`config.mk`:
```
export PLATFORM = sky130hd
export DESIGN_NAME = fraction_accumulator_reduce_top
export DESIGN_NICKNAME = d
export VERILOG_FILES = /design/src/design/fa_pkg.sv /design/src/design/fa_mul.sv /design/src/design/fa_div.sv /design/src/design/fraction_accumulator_reduce_top.sv
export VERILOG_INCLUDE_DIRS = /design/src /design/src/design
export SDC_FILE = /design/constraint.sdc
export NUM_CORES = 2
export LEC_CHECK = 0
export ABC_AREA = 1
export BUFFER_PORTS_ARGS = -buffer_cell sky130_fd_sc_hd__buf_4
export CORE_MARGIN = 2
export CORE_UTILIZATION = 50
export DETAILED_ROUTE_END_ITERATION = 7
export PLACE_DENSITY = 0.66
export SLEW_MARGIN = 20
export SYNTH_ARGS = -nofsm -noshare
export SYNTH_HDL_FRONTEND = slang
export SYNTH_SLANG_ARGS = --single-unit
```
`constraint.sdc`:
```
create_clock -name clk_i -period 14.3 [get_ports clk_i]
set_input_delay 1.43 -clock clk_i [delete_from_list [all_inputs] [get_ports clk_i]]
set_output_delay 1.43 -clock clk_i [all_outputs]
set_load 0.01 [all_outputs]
```
`src/design/fraction_accumulator_reduce_top_assert.svh`:
```
// Assertion macros shared by the fraction accumulator RTL.
`ifndef FRACTION_ACCUMULATOR_REDUCE_TOP_ASSERT_SVH
`define FRACTION_ACCUMULATOR_REDUCE_TOP_ASSERT_SVH
`ifndef SYNTHESIS
// Property must hold at every rising edge outside reset.
`define FAR_ASSERT(lbl, clk, rstn, prop) \
  lbl: assert property (@(posedge clk) disable iff (!rstn) prop) \
    else $error("%m: check failed");
// Expression must never be true at a rising edge outside reset.
`define FAR_ASSERT_NEVER(lbl, clk, rstn, expr) \
  lbl: assert property (@(posedge clk) disable iff (!rstn) !(expr)) \
    else $error("%m: forbidden condition seen");
`else
`define FAR_ASSERT(lbl, clk, rstn, prop)
`define FAR_ASSERT_NEVER(lbl, clk, rstn, expr)
`endif
`endif

```
`src/design/fa_pkg.sv`:
```
// Package with types and constants of the fraction accumulator.
`timescale 1ns / 1ps
package fa_pkg;

  localparam int FA_VALUE_WIDTH = 32;  // default accumulator width
  localparam int FA_FIELD_W     = 32;  // width of the numeric port fields
  localparam int FA_CHUNK_W     = 32;  // operand chunk of the shared multiplier

  typedef enum logic [2:0] {
    OP_LOAD   = 3'd0,
    OP_ADD    = 3'd1,
    OP_SUB    = 3'd2,
    OP_MUL    = 3'd3,
    OP_DIV    = 3'd4,
    OP_FINISH = 3'd5
  } fa_op_e;

  typedef enum logic [2:0] {
    ST_IDLE,
    ST_MUL,
    ST_MOD,
    ST_DIVN,
    ST_DIVD,
    ST_EMIT
  } fa_state_e;

  // Which product of an arithmetic item the multiplier is working on.
  typedef enum logic [1:0] {
    PR_FIRST,
    PR_SECOND,
    PR_DENOM
  } fa_prod_e;

  typedef struct packed {
    logic [2:0]                   opcode;
    logic signed [FA_FIELD_W-1:0] in_numer;
    logic signed [FA_FIELD_W-1:0] in_denom;
  } fa_in_t;

  typedef struct packed {
    logic signed [FA_FIELD_W-1:0] out_numer;
    logic signed [FA_FIELD_W-1:0] out_denom;
  } fa_out_t;

endpackage

```
`src/design/fa_mul.sv`:
```
// Iterative multiplier giving the low bits of an unsigned product, chunk by chunk.
`timescale 1ns / 1ps
module fa_mul
  import fa_pkg::*;
#(
  parameter int VALUE_WIDTH = FA_VALUE_WIDTH
) (
  input  logic                   clk_i,
  input  logic                   rst_ni,
  input  logic                   start_i,
  input  logic [VALUE_WIDTH-1:0] a_i,
  input  logic [VALUE_WIDTH-1:0] b_i,
  output logic                   done_o,
  output logic [VALUE_WIDTH-1:0] product_o
);

  localparam int CW   = FA_CHUNK_W;
  localparam int NCH  = (VALUE_WIDTH + CW - 1) / CW;
  localparam int PADW = NCH * CW;
  localparam int IW   = (NCH > 1) ? $clog2(NCH) : 1;

  logic [PADW-1:0]   a_q, b_q;
  logic [IW-1:0]     i_q, j_q;
  logic              issue_q, ppv_q, last_q;
  logic [2*CW-1:0]   pp_q;
  logic [IW:0]       sh_q;
  logic [VALUE_WIDTH-1:0] acc_q;

  logic              last_pair;
  logic [2*PADW-1:0] wide;
  logic [VALUE_WIDTH-1:0] term;

  assign last_pair = (i_q == IW'(NCH - 1)) && (j_q == IW'(NCH - 1));
  assign wide      = (2 * PADW)'(pp_q) << (sh_q * CW);
  assign term      = wide[VALUE_WIDTH-1:0];
  assign done_o    = ppv_q & last_q;
  assign product_o = acc_q + term;

  always_ff @(posedge clk_i or negedge rst_ni) begin
    if (!rst_ni) begin
      issue_q <= 1'b0;
      ppv_q   <= 1'b0;
      last_q  <= 1'b0;
    end else begin
      ppv_q  <= issue_q;
      last_q <= issue_q & last_pair;
      if (start_i && !issue_q && !ppv_q) begin
        issue_q <= 1'b1;
      end else if (issue_q && last_pair) begin
        issue_q <= 1'b0;
      end
    end
  end

  always_ff @(posedge clk_i) begin
    if (start_i && !issue_q && !ppv_q) begin
      a_q   <= PADW'(a_i);
      b_q   <= PADW'(b_i);
      i_q   <= '0;
      j_q   <= '0;
      acc_q <= '0;
    end else begin
      if (issue_q) begin
        pp_q <= a_q[i_q*CW +: CW] * b_q[j_q*CW +: CW];
        sh_q <= {1'b0, i_q} + {1'b0, j_q};
        if (j_q == IW'(NCH - 1)) begin
          j_q <= '0;
          i_q <= i_q + 1'b1;
        end else begin
          j_q <= j_q + 1'b1;
        end
      end
      if (ppv_q) begin
        acc_q <= acc_q + term;
      end
    end
  end

endmodule

```
`src/design/fa_div.sv`:
```
// Restoring divider, one quotient bit per cycle, giving quotient and remainder.
`timescale 1ns / 1ps
module fa_div
  import fa_pkg::*;
#(
  parameter int VALUE_WIDTH = FA_VALUE_WIDTH
) (
  input  logic                   clk_i,
  input  logic                   rst_ni,
  input  logic                   start_i,
  input  logic [VALUE_WIDTH-1:0] dividend_i,
  input  logic [VALUE_WIDTH-1:0] divisor_i,
  output logic                   done_o,
  output logic [VALUE_WIDTH-1:0] quot_o,
  output logic [VALUE_WIDTH-1:0] rem_o
);

  localparam int CNTW = $clog2(VALUE_WIDTH);

  logic [VALUE_WIDTH-1:0] quot_q, rem_q, dvsr_q;
  logic [CNTW-1:0]        cnt_q;
  logic                   run_q, done_q;
  logic [VALUE_WIDTH:0]   trial, diff;

  assign trial  = {rem_q, quot_q[VALUE_WIDTH-1]};
  assign diff   = trial - {1'b0, dvsr_q};
  assign done_o = done_q;
  assign quot_o = quot_q;
  assign rem_o  = rem_q;

  always_ff @(posedge clk_i or negedge rst_ni) begin
    if (!rst_ni) begin
      run_q  <= 1'b0;
      done_q <= 1'b0;
      cnt_q  <= '0;
    end else begin
      done_q <= run_q && (cnt_q == '0);
      if (start_i && !run_q) begin
        run_q <= 1'b1;
        cnt_q <= CNTW'(VALUE_WIDTH - 1);
      end else if (run_q) begin
        cnt_q <= cnt_q - 1'b1;
        if (cnt_q == '0) begin
          run_q <= 1'b0;
        end
      end
    end
  end

  always_ff @(posedge clk_i) begin
    if (start_i && !run_q) begin
      quot_q <= dividend_i;
      rem_q  <= '0;
      dvsr_q <= divisor_i;
    end else if (run_q) begin
      // A clear top bit of the difference means the divisor fits.
      if (!diff[VALUE_WIDTH]) begin
        rem_q  <= diff[VALUE_WIDTH-1:0];
        quot_q <= {quot_q[VALUE_WIDTH-2:0], 1'b1};
      end else begin
        rem_q  <= trial[VALUE_WIDTH-1:0];
        quot_q <= {quot_q[VALUE_WIDTH-2:0], 1'b0};
      end
    end
  end

endmodule

```
`src/design/fraction_accumulator_reduce_top.sv`:
```
`timescale 1ns / 1ps
// Top level of the fraction accumulator. The block keeps a running fraction
// of VALUE_WIDTH-bit two's complement numerator and denominator, reset to 0/1.
// Each input transfer carries an opcode and an operand fraction: load sets the
// fraction (a load of 0/0 sets 0/1 and returns 0/1 as a result), add and
// subtract cross-multiply onto the product of the denominators, multiply and
// divide multiply straight or crosswise, and all of these wrap at VALUE_WIDTH
// bits without reducing. Finish reduces the fraction by the gcd of the
// numerator magnitude and the denominator when the denominator is positive,
// stores it and returns it as a result transfer; opcodes six and seven are
// dropped. One item is worked on at a time and in_stall_o is high until it is
// done. All products go through one shared multiplier that forms NCH*NCH
// chunk products per product, NCH being VALUE_WIDTH/32 rounded up; add and
// subtract use three products in turn, multiply and divide two. A load other
// than 0/0 and an ignored opcode leave the block idle, while a load of 0/0
// passes through the emit state. Finish uses one shared restoring divider:
// one division per Euclid step of the gcd plus two for the final quotients;
// with a denominator that is not positive it goes straight to the emit state.
// The result sits in an output register, so a new item is taken while it
// waits; only a further result must wait for that register to drain.
`include "fraction_accumulator_reduce_top_assert.svh"
module fraction_accumulator_reduce_top
  import fa_pkg::*;
#(
  parameter int VALUE_WIDTH = FA_VALUE_WIDTH
) (
  input  logic    clk_i,
  input  logic    rst_ni,
  input  logic    in_valid_i,
  output logic    in_stall_o,
  input  fa_in_t  in_data_i,
  output logic    out_valid_o,
  input  logic    out_stall_i,
  output fa_out_t out_data_o
);

  localparam int W = VALUE_WIDTH;

  fa_state_e state_q, state_d;
  fa_prod_e  pidx_q, pidx_d;
  fa_op_e    op_q, op_d, in_op;
  logic      wait_q, wait_d;
  logic      out_valid_q, out_valid_d;
  fa_out_t   out_q;

  // Architectural accumulator.
  logic [W-1:0] acc_n_q, acc_n_d, acc_d_q, acc_d_d;
  // Operand and intermediate registers.
  logic [W-1:0] bn_q, bn_d, bd_q, bd_d;
  logic [W-1:0] p0_q, p0_d, p1_q, p1_d;
  logic [W-1:0] ga_q, ga_d, gb_q, gb_d, mag_q, mag_d;
  logic         neg_q, neg_d;

  logic [W-1:0] bn_in, bd_in;
  logic         in_acc, load_zero, fin_reduce, out_free, out_load;

  logic         mul_start, mul_done;
  logic [W-1:0] mul_a, mul_b, mul_prod;
  logic         div_start, div_done;
  logic [W-1:0] div_a, div_b, div_quot, div_rem;

  // Operand fields are taken in their low W bits, or sign-extended when wider.
  assign bn_in      = W'(in_data_i.in_numer);
  assign bd_in      = W'(in_data_i.in_denom);
  assign in_op      = fa_op_e'(in_data_i.opcode);
  assign in_stall_o = (state_q != ST_IDLE);
  assign in_acc     = in_valid_i && !in_stall_o;
  assign load_zero  = (bn_in == '0) && (bd_in == '0);
  // Reduction only applies to a strictly positive denominator.
  assign fin_reduce = (acc_d_q != '0) && !acc_d_q[W-1];
  assign out_free   = !out_valid_q || !out_stall_i;

  fa_mul #(
    .VALUE_WIDTH(VALUE_WIDTH)
  ) u_mul (
    .clk_i    (clk_i),
    .rst_ni   (rst_ni),
    .start_i  (mul_start),
    .a_i      (mul_a),
    .b_i      (mul_b),
    .done_o   (mul_done),
    .product_o(mul_prod)
  );

  fa_div #(
    .VALUE_WIDTH(VALUE_WIDTH)
  ) u_div (
    .clk_i     (clk_i),
    .rst_ni    (rst_ni),
    .start_i   (div_start),
    .dividend_i(div_a),
    .divisor_i (div_b),
    .done_o    (div_done),
    .quot_o    (div_quot),
    .rem_o     (div_rem)
  );

  // Next state.
  always_comb begin
    state_d = state_q;
    case (state_q)
      ST_IDLE: begin
        if (in_acc) begin
          case (in_op)
            OP_LOAD: begin
              if (load_zero) begin
                state_d = ST_EMIT;
              end
            end
            OP_ADD, OP_SUB, OP_MUL, OP_DIV: state_d = ST_MUL;
            OP_FINISH: state_d = fin_reduce ? ST_MOD : ST_EMIT;
            default: ;
          endcase
        end
      end
      ST_MUL: begin
        if (mul_done && (pidx_q == PR_DENOM)) begin
          state_d = ST_IDLE;
        end
      end
      ST_MOD: begin
        if (gb_q == '0) begin
          state_d = ST_DIVN;
        end
      end
      ST_DIVN: begin
        if (div_done) begin
          state_d = ST_DIVD;
        end
      end
      ST_DIVD: begin
        if (div_done) begin
          state_d = ST_EMIT;
        end
      end
      ST_EMIT: begin
        if (out_free) begin
          state_d = ST_IDLE;
        end
      end
      default: state_d = ST_IDLE;
    endcase
  end

  // Datapath control and register updates.
  always_comb begin
    op_d      = op_q;
    pidx_d    = pidx_q;
    wait_d    = wait_q;
    acc_n_d   = acc_n_q;
    acc_d_d   = acc_d_q;
    bn_d      = bn_q;
    bd_d      = bd_q;
    p0_d      = p0_q;
    p1_d      = p1_q;
    ga_d      = ga_q;
    gb_d      = gb_q;
    mag_d     = mag_q;
    neg_d     = neg_q;
    mul_start = 1'b0;
    mul_a     = acc_n_q;
    mul_b     = bd_q;
    div_start = 1'b0;
    div_a     = ga_q;
    div_b     = gb_q;
    out_load  = 1'b0;
    case (state_q)
      ST_IDLE: begin
        if (in_acc) begin
          op_d   = in_op;
          bn_d   = bn_in;
          bd_d   = bd_in;
          pidx_d = PR_FIRST;
          wait_d = 1'b0;
          case (in_op)
            OP_LOAD: begin
              if (load_zero) begin
                acc_n_d = '0;
                acc_d_d = W'(1);
              end else begin
                acc_n_d = bn_in;
                acc_d_d = bd_in;
              end
            end
            OP_FINISH: begin
              neg_d = acc_n_q[W-1];
              mag_d = acc_n_q[W-1] ? ('0 - acc_n_q) : acc_n_q;
              ga_d  = acc_n_q[W-1] ? ('0 - acc_n_q) : acc_n_q;
              gb_d  = acc_d_q;
            end
            default: ;
          endcase
        end
      end
      ST_MUL: begin
        case (pidx_q)
          PR_FIRST: begin
            mul_a = acc_n_q;
            mul_b = (op_q == OP_MUL) ? bn_q : bd_q;
          end
          PR_SECOND: begin
            mul_a = bn_q;
            mul_b = acc_d_q;
          end
          PR_DENOM: begin
            mul_a = acc_d_q;
            mul_b = (op_q == OP_DIV) ? bn_q : bd_q;
          end
          default: ;
        endcase
        if (!wait_q) begin
          mul_start = 1'b1;
          wait_d    = 1'b1;
        end
        if (mul_done) begin
          wait_d = 1'b0;
          case (pidx_q)
            PR_FIRST: begin
              p0_d   = mul_prod;
              pidx_d = ((op_q == OP_ADD) || (op_q == OP_SUB)) ? PR_SECOND : PR_DENOM;
            end
            PR_SECOND: begin
              p1_d   = mul_prod;
              pidx_d = PR_DENOM;
            end
            PR_DENOM: begin
              acc_d_d = mul_prod;
              case (op_q)
                OP_ADD:  acc_n_d = p0_q + p1_q;
                OP_SUB:  acc_n_d = p0_q - p1_q;
                default: acc_n_d = p0_q;
              endcase
            end
            default: ;
          endcase
        end
      end
      ST_MOD: begin
        div_a = ga_q;
        div_b = gb_q;
        if ((gb_q != '0) && !wait_q) begin
          div_start = 1'b1;
          wait_d    = 1'b1;
        end
        if (div_done) begin
          wait_d = 1'b0;
          ga_d   = gb_q;
          gb_d   = div_rem;
        end
      end
      ST_DIVN: begin
        div_a = mag_q;
        div_b = ga_q;
        if (!wait_q) begin
          div_start = 1'b1;
          wait_d    = 1'b1;
        end
        if (div_done) begin
          wait_d = 1'b0;
          mag_d  = div_quot;
        end
      end
      ST_DIVD: begin
        div_a = acc_d_q;
        div_b = ga_q;
        if (!wait_q) begin
          div_start = 1'b1;
          wait_d    = 1'b1;
        end
        if (div_done) begin
          wait_d  = 1'b0;
          acc_d_d = div_quot;
          acc_n_d = neg_q ? ('0 - mag_q) : mag_q;
        end
      end
      ST_EMIT: begin
        out_load = out_free;
      end
      default: ;
    endcase
  end

  assign out_valid_d = out_load || (out_valid_q && out_stall_i);

  always_ff @(posedge clk_i or negedge rst_ni) begin
    if (!rst_ni) begin
      state_q     <= ST_IDLE;
      pidx_q      <= PR_FIRST;
      wait_q      <= 1'b0;
      out_valid_q <= 1'b0;
      acc_n_q     <= '0;
      acc_d_q     <= W'(1);
    end else begin
      state_q     <= state_d;
      pidx_q      <= pidx_d;
      wait_q      <= wait_d;
      out_valid_q <= out_valid_d;
      acc_n_q     <= acc_n_d;
      acc_d_q     <= acc_d_d;
    end
  end

  always_ff @(posedge clk_i) begin
    op_q  <= op_d;
    bn_q  <= bn_d;
    bd_q  <= bd_d;
    p0_q  <= p0_d;
    p1_q  <= p1_d;
    ga_q  <= ga_d;
    gb_q  <= gb_d;
    mag_q <= mag_d;
    neg_q <= neg_d;
    // The result is the accumulator itself, widened or cut to the port width.
    if (out_load) begin
      out_q.out_numer <= FA_FIELD_W'($signed(acc_n_q));
      out_q.out_denom <= FA_FIELD_W'($signed(acc_d_q));
    end
  end

  assign out_valid_o = out_valid_q;
  assign out_data_o  = out_q;

  // A finish transfer always leaves the idle state, with or without reduction.
  `FAR_ASSERT(a_finish_leaves_idle, clk_i, rst_ni, (in_acc && (in_op == OP_FINISH)) |=> (state_q != ST_IDLE))
  // The accumulator only moves when an item is taken or worked on.
  `FAR_ASSERT(a_acc_holds_idle, clk_i, rst_ni, ((state_q == ST_IDLE) && !in_acc) |=> $stable(acc_d_q))
  // A new result only appears out of the emit state.
  `FAR_ASSERT(a_result_from_emit, clk_i, rst_ni, $rose(out_valid_o) |-> $past(state_q == ST_EMIT))
  // The gcd used for the final divisions is never zero.
  `FAR_ASSERT_NEVER(a_gcd_nonzero, clk_i, rst_ni, (state_q == ST_DIVN) && (ga_q == '0))

endmodule
```
After elaboration in Yosys (flattened, before gate mapping) --
Cells that the tools add are included.
Word-level totals: register bits 633, input port bits 71, output and inout port bits 66
Operators by class: $add $sub $neg 10, multiply operators 1, equal/unequal tests 31, shifts and indexed selects 3, muxes and demuxes 72, bitwise gates (word level) 5, reductions and logical operators 54
Operator list (number):
- $mux W32 | 28
- $pmux W32 S2 | 6
- $pmux W32 S3 | 3
- $logic_not A32 Y1 | 3
- $add A32 B32 Y32 | 2
- $mul A32 B32 Y64 | 1
- $reduce_bool A32 Y1 | 2
- $shiftx A32 B7 Y32 | 2
- $shl A64 B7 Y32 | 1
- $sub A1 B32 Y32 const A | 2
- $sub A33 B32 Y33 | 1
- $sub A32 B32 Y32 | 1
- $mux W3 | 8
- $eq A3 B2 Y1 const B | 6
- $pmux W3 S6 | 1
- $mux W1 | 16
- $eq A3 B3 Y1 const B | 5
- $ne A2 B2 Y1 const B | 7
- $logic_and A1 B1 Y1 | 12
- $reduce_and A3 Y1 | 4
- $reduce_and A4 Y1 | 3
- $mux W5 | 2
- $reduce_bool A2 Y1 | 5
- $eq A3 B1 Y1 const B | 3
- 29 further kinds | 52

Longest topological paths before layout --
word-level depth 6, gate-level depth with buffers 31, depth with buffers taken out 30

By module --
A second synthesis with hierarchy kept.
Second synthesis, totals: cells, all modules 6654, area total of the unflattened synthesis 51725.9 sq um
By module, submodules not included:
- fraction_accumulator_reduce_top | instances 1, cells each 2901, area each 22545.4 sq um, seq. area each 10546.4 sq um
- fa_mul | instances 1, cells each 2715, area each 22202.5 sq um, seq. area each 3648.5 sq um
- fa_div | instances 1, cells each 1038, area each 6977.9 sq um, seq. area each 2737.6 sq um

Least setup slack after synthesis --
OpenSTA, ideal clock, no wires.
path kind in2reg, from input port in_data_i[64] in the netlist's numbering, to register ga_q[0] (enable), arrival time 11.741 ns, slack 1.733 ns, stages 4, buffers on the path 0, cells stage by stage inv_1 -> nor3_1 -> inv_1 -> a2111oi_0
Between the ends: longest elaborated chain between the ends 3
RTL lines:
- from (decl) | line fraction_accumulator_reduce_top.sv:31 | input fa_in_t in_data_i,
- $eq A3 B3 Y1 | line fraction_accumulator_reduce_top.sv:175 | case (in_op)
- $ne A2 B1 Y1 (no line)
- $reduce_and A4 Y1 (no line)
- to (signal assigned) | line fraction_accumulator_reduce_top.sv:309 | ga_q <= ga_d;
- to (decl) | line fraction_accumulator_reduce_top.sv:51 | logic [W-1:0] ga_q, ga_d, gb_q, gb_d, mag_q, mag_d;
No other way between the ends. A chain may end at the register's enable or synchronous reset.

Worst setup path after layout --
from register u_mul.i_q, to register u_mul.pp_q[23], data pin
Between the ends: longest elaborated chain between the ends 2
RTL lines:
- from (decl) | line fa_mul.sv:23 | logic [IW-1:0] i_q, j_q;
- from (signal assigned) | line fa_mul.sv:68 | i_q <= i_q + 1'b1;
- $shiftx A32 B7 Y32 | line fa_mul.sv:64 | pp_q <= a_q[i_q*CW +: CW] * b_q[j_q*CW +: CW];
- $mul A32 B32 Y64 | line fa_mul.sv:64
- to (signal assigned) | line fa_mul.sv:64
- to (decl) | line fa_mul.sv:25 | logic [2*CW-1:0] pp_q;
No other way between the ends.

==> summary.md <==
| Metric | Value |
|---|---|
| Final Hold Fails | `0` |
| Crit. End Element | `register` |
| RSZ-0062 raised after global routing | `no` |
| CP top delay family | `adder cells` |
| Finish-stage setup viols | `0` |
| Run status | `finished clean` |
| Area growth syn-to-layout | `9.46%` |
| Detailed-route wire length | `201,000 µm` |
| Worst endpoint required time | `14.70 ns` |
| Nets | `6,828` |
| DRC errors left | `0` |
| Number of port buffers | `136` |
| HPWL Detailed | `157,000 µm` |
| Clock skew | `0.0403 ns` |
| Min cycle time layout | `8.35 ns` |
| Ys async rst share | `13.5%` |
| Rows | `115` |
| DR pass1 iterations | `8` |
| Slowest stage delay, CP | `0.67 ns` |
| Vias in the first global route | `42,849` |
| Slew Limit Headroom | `24.1%` |
| Synth top area cells | `edfxtp_1, fa_1, nand2_1` |
| Syn Std Cell Area | `49,800 µm²` |
| Maximum clock frequency | `0.120 GHz` |
| Main flop type after synthesis | `edfxtp_1` |
| Cell Chain, Critical Path | `inv_4 > nand2_2 > inv_2 > nand2_1 > fa_1 > inv_1 > fa_1 > fa_1 > inv_1 > fa_1 > inv_1 > ha_1 > ha_1 > fa_1 > fa_1 > ha_1 > nand2_1 > inv_1 > a21boi_0 > nand3_1 > a21oi_1 > o21ai_0 > a21oi_1 > xnor2_1` |
| Worst reg-to-reg setup slack | `5.95 ns` |
| Register area | `16,900 µm²` |
| CORE AREA | `98,600 µm²` |
| Syn Nets | `6,776` |
| CTS resizes | `0` |
| Die Wd | `320 µm` |
| CTS tree | `yes` |
| # hold bufs at CTS | `0` |
| Top-count cell post-synth | `nand2_1` |
| Clock Latency Late Sink | `0.68 ns` |
| Critical Path Start Type | `register` |
| Remaining global-route overflow | `0` |
| Initial antenna violation count | `16` |
| Most common cell on crit path | `fa_1` |
| Avg Cell Area, Syn | `8.21 µm²` |
| Root cell of the clock tree | `clkbuf_16` |
| Total clock sinks | `599` |
| EDFF count, synth | `453` |
| DIE HEIGHT | `320 µm` |
| Setup TNS | `0 ns` |
| Critical path class | `reg2reg` |
| Die area | `102,000 µm²` |
| Worst Path Buf+Inv | `6` |
| Total number of H-tree levels | `3` |
| Multi-input logic area | `28,100 µm²` |
| Detailed-route via count | `44,706` |
| Fin crit share | `58.4%` |
| Cell count after synthesis | `6,068` |
| CTS Buffer Depth | `3` |
| Total of max-cap violations | `0` |
| Post-CTS Setup Bufs | `0` |
| #FFs+latches synth | `599` |
| Gpl congestion | `1.01` |
| Fin Hold WS | `0.461 ns` |
| Yosys cell types | `62` |
| Slew Limit Fails | `0` |
| GRT Total Usage | `39.4%` |
| Avg Vias per Cell | `5.98` |
| Clk pin slew, worst setup/hold paths | `0.06 ns` |
| Register area share after synthesis | `34.0%` |
| Post-DRT Antenna Nets | `0` |
| Worst Hold Class | `reg2reg` |
| Synth cell count leaders | `nand2_1, inv_1, nor2_1` |
| Starting Density | `50.6%` |
| R2R Path Start | `u_mul.i_q$_SDFFE_PP0P_` |
| Yosys warns | `0` |
| Max reg flops | `64` |
| Worst-margin pin slew | `1.13 ns` |
| Number of DRC markers in iteration 0 | `6,292` |
| HP Start | `acc_n_q[0]$_DFFE_PN0P_` |
| Largest net degree at the start of global routing | `78` |
| Global-route wire length before repair | `292,000 µm` |
| Crit path DAT | `8.74 ns` |
| Slowest cell on crit path | `fa_1` |
| CP max FO | `41` |
| Critical path origin | `u_mul.i_q$_SDFFE_PP0P_` |
| Cell taking the most area after synthesis | `edfxtp_1` |
| CTS Buf Count | `71` |
| Share of cells above drive strength 1 | `6.67%` |
| Synth top area share | `27.3%` |
| Num ports | `137` |
| Fillers | `9,302` |
| Wirelength per Cell | `26.9 µm` |
==> worst reg2reg max path: cells and delay by family (launching register included) <==
| family | cells | cell delay, ns |
|---|---|---|
| xor+xnor | 1 | 0.08 |
| flops | 1 | 0.58 |
| buf+inv | 6 | 1.29 |
| simple gates | 4 | 1.18 |
| fa+ha+maj | 9 | 3.92 |
| compound gates | 4 | 1.01 |
==> cell type report <==
| type | instances | share of cell area (%) |
|---|---|---|
| Sequential cell | 599 | 31.0 |
| Clock buffer | 96 | 3.69 |
| Inverter | 1050 | 7.24 |
| Clock inverter | 35 | 0.796 |
| Timing Repair Buffer | 197 | 2.71 |
| Multi-Input combinational cell | 4201 | 51.5 |
| Antenna cell | 7 | 0.0321 |
| Tap cell | 1287 | 2.95 |
==> kinds of logic (layout without fill, tap and decap cells) <==
logic type / Yosys count / count (layout) / share of synthesized area (%)
fa+ha+maj: 637 / 637 / 22.2
buf+inv: 1268 / 1378 / 9.78
flops: 599 / 599 / 34.0
other cells: 0 / 7 / 0
simple gates: 2374 / 2374 / 19.3
mux: 9 / 9 / 0.201
xor+xnor: 145 / 145 / 2.55
compound gates: 1036 / 1036 / 12.0
==> routing by layer <==
metal | track usage (%) | up-vias | routed length (µm)
met5 | 0 | - | 140
met4 | 20.9 | 20 | 12800
met3 | 10.5 | 524 | 24600
met2 | 57.4 | 2879 | 84400
met1 | 53.9 | 21602 | 79300
li1 | - | 19681 | -
==> path summary, 6_finish.rpt <==
path,to,cells past startpoint
min in group asynchronous,u_mul.ppv_q$_DFF_PN0_,1
max in group asynchronous,acc_n_q[0]$_DFFE_PN0P_,2
hold / removal,out_data_o[32]$_DFFE_PP_,0
setup reg to reg,u_mul.pp_q[23]$_DFFE_PP_,24
setup / recovery,u_mul.pp_q[23]$_DFFE_PP_,24
hold reg to reg,out_data_o[32]$_DFFE_PP_,0
==> layout by cell type, fill, tap and decap left out, drive strengths merged, types with 7 or more instances in the layout <==
cell type / n
a21boi: 9
a21o: 22
a21oi: 312
a221oi: 51
a22oi: 16
a31oi: 34
a32oi: 11
buf: 197
bufinv: 7
clkbuf: 96
clkinv: 29
dfrtp: 80
dfxtp: 65
diode: 7
edfxtp: 453
fa: 411
ha: 226
inv: 1045
mux2: 8
nand2: 1169
nand3: 207
nand3b: 7
nand4: 39
nor2: 856
nor3: 50
nor4: 21
o211ai: 22
o21a: 12
o21ai: 446
o21bai: 23
o221ai: 42
o22ai: 22
or2: 21
xnor2: 53
xor2: 92
==> through the flow <==
stage / worst slack [ns] / utilization (%) / std cells / area (µm²)
4_1_cts: 6.04 / 55.3 / 7465 / 54500
5_1_grt: 5.53 / 55.3 / 7465 / 54500
2_1_floorplan: 1.73 / - / 6068 / 49800
3_3_place_gp: 6.15 / 52.8 / 7334 / 52100
3_5_place_dp: 6.06 / 52.8 / 7334 / 52100
6_report: 5.95 / 55.3 / 7472 / 54500
Power is left out: the tool's default activity adds up to more than one toggle a clock period on the data nets, which glitch-free logic cannot reach.
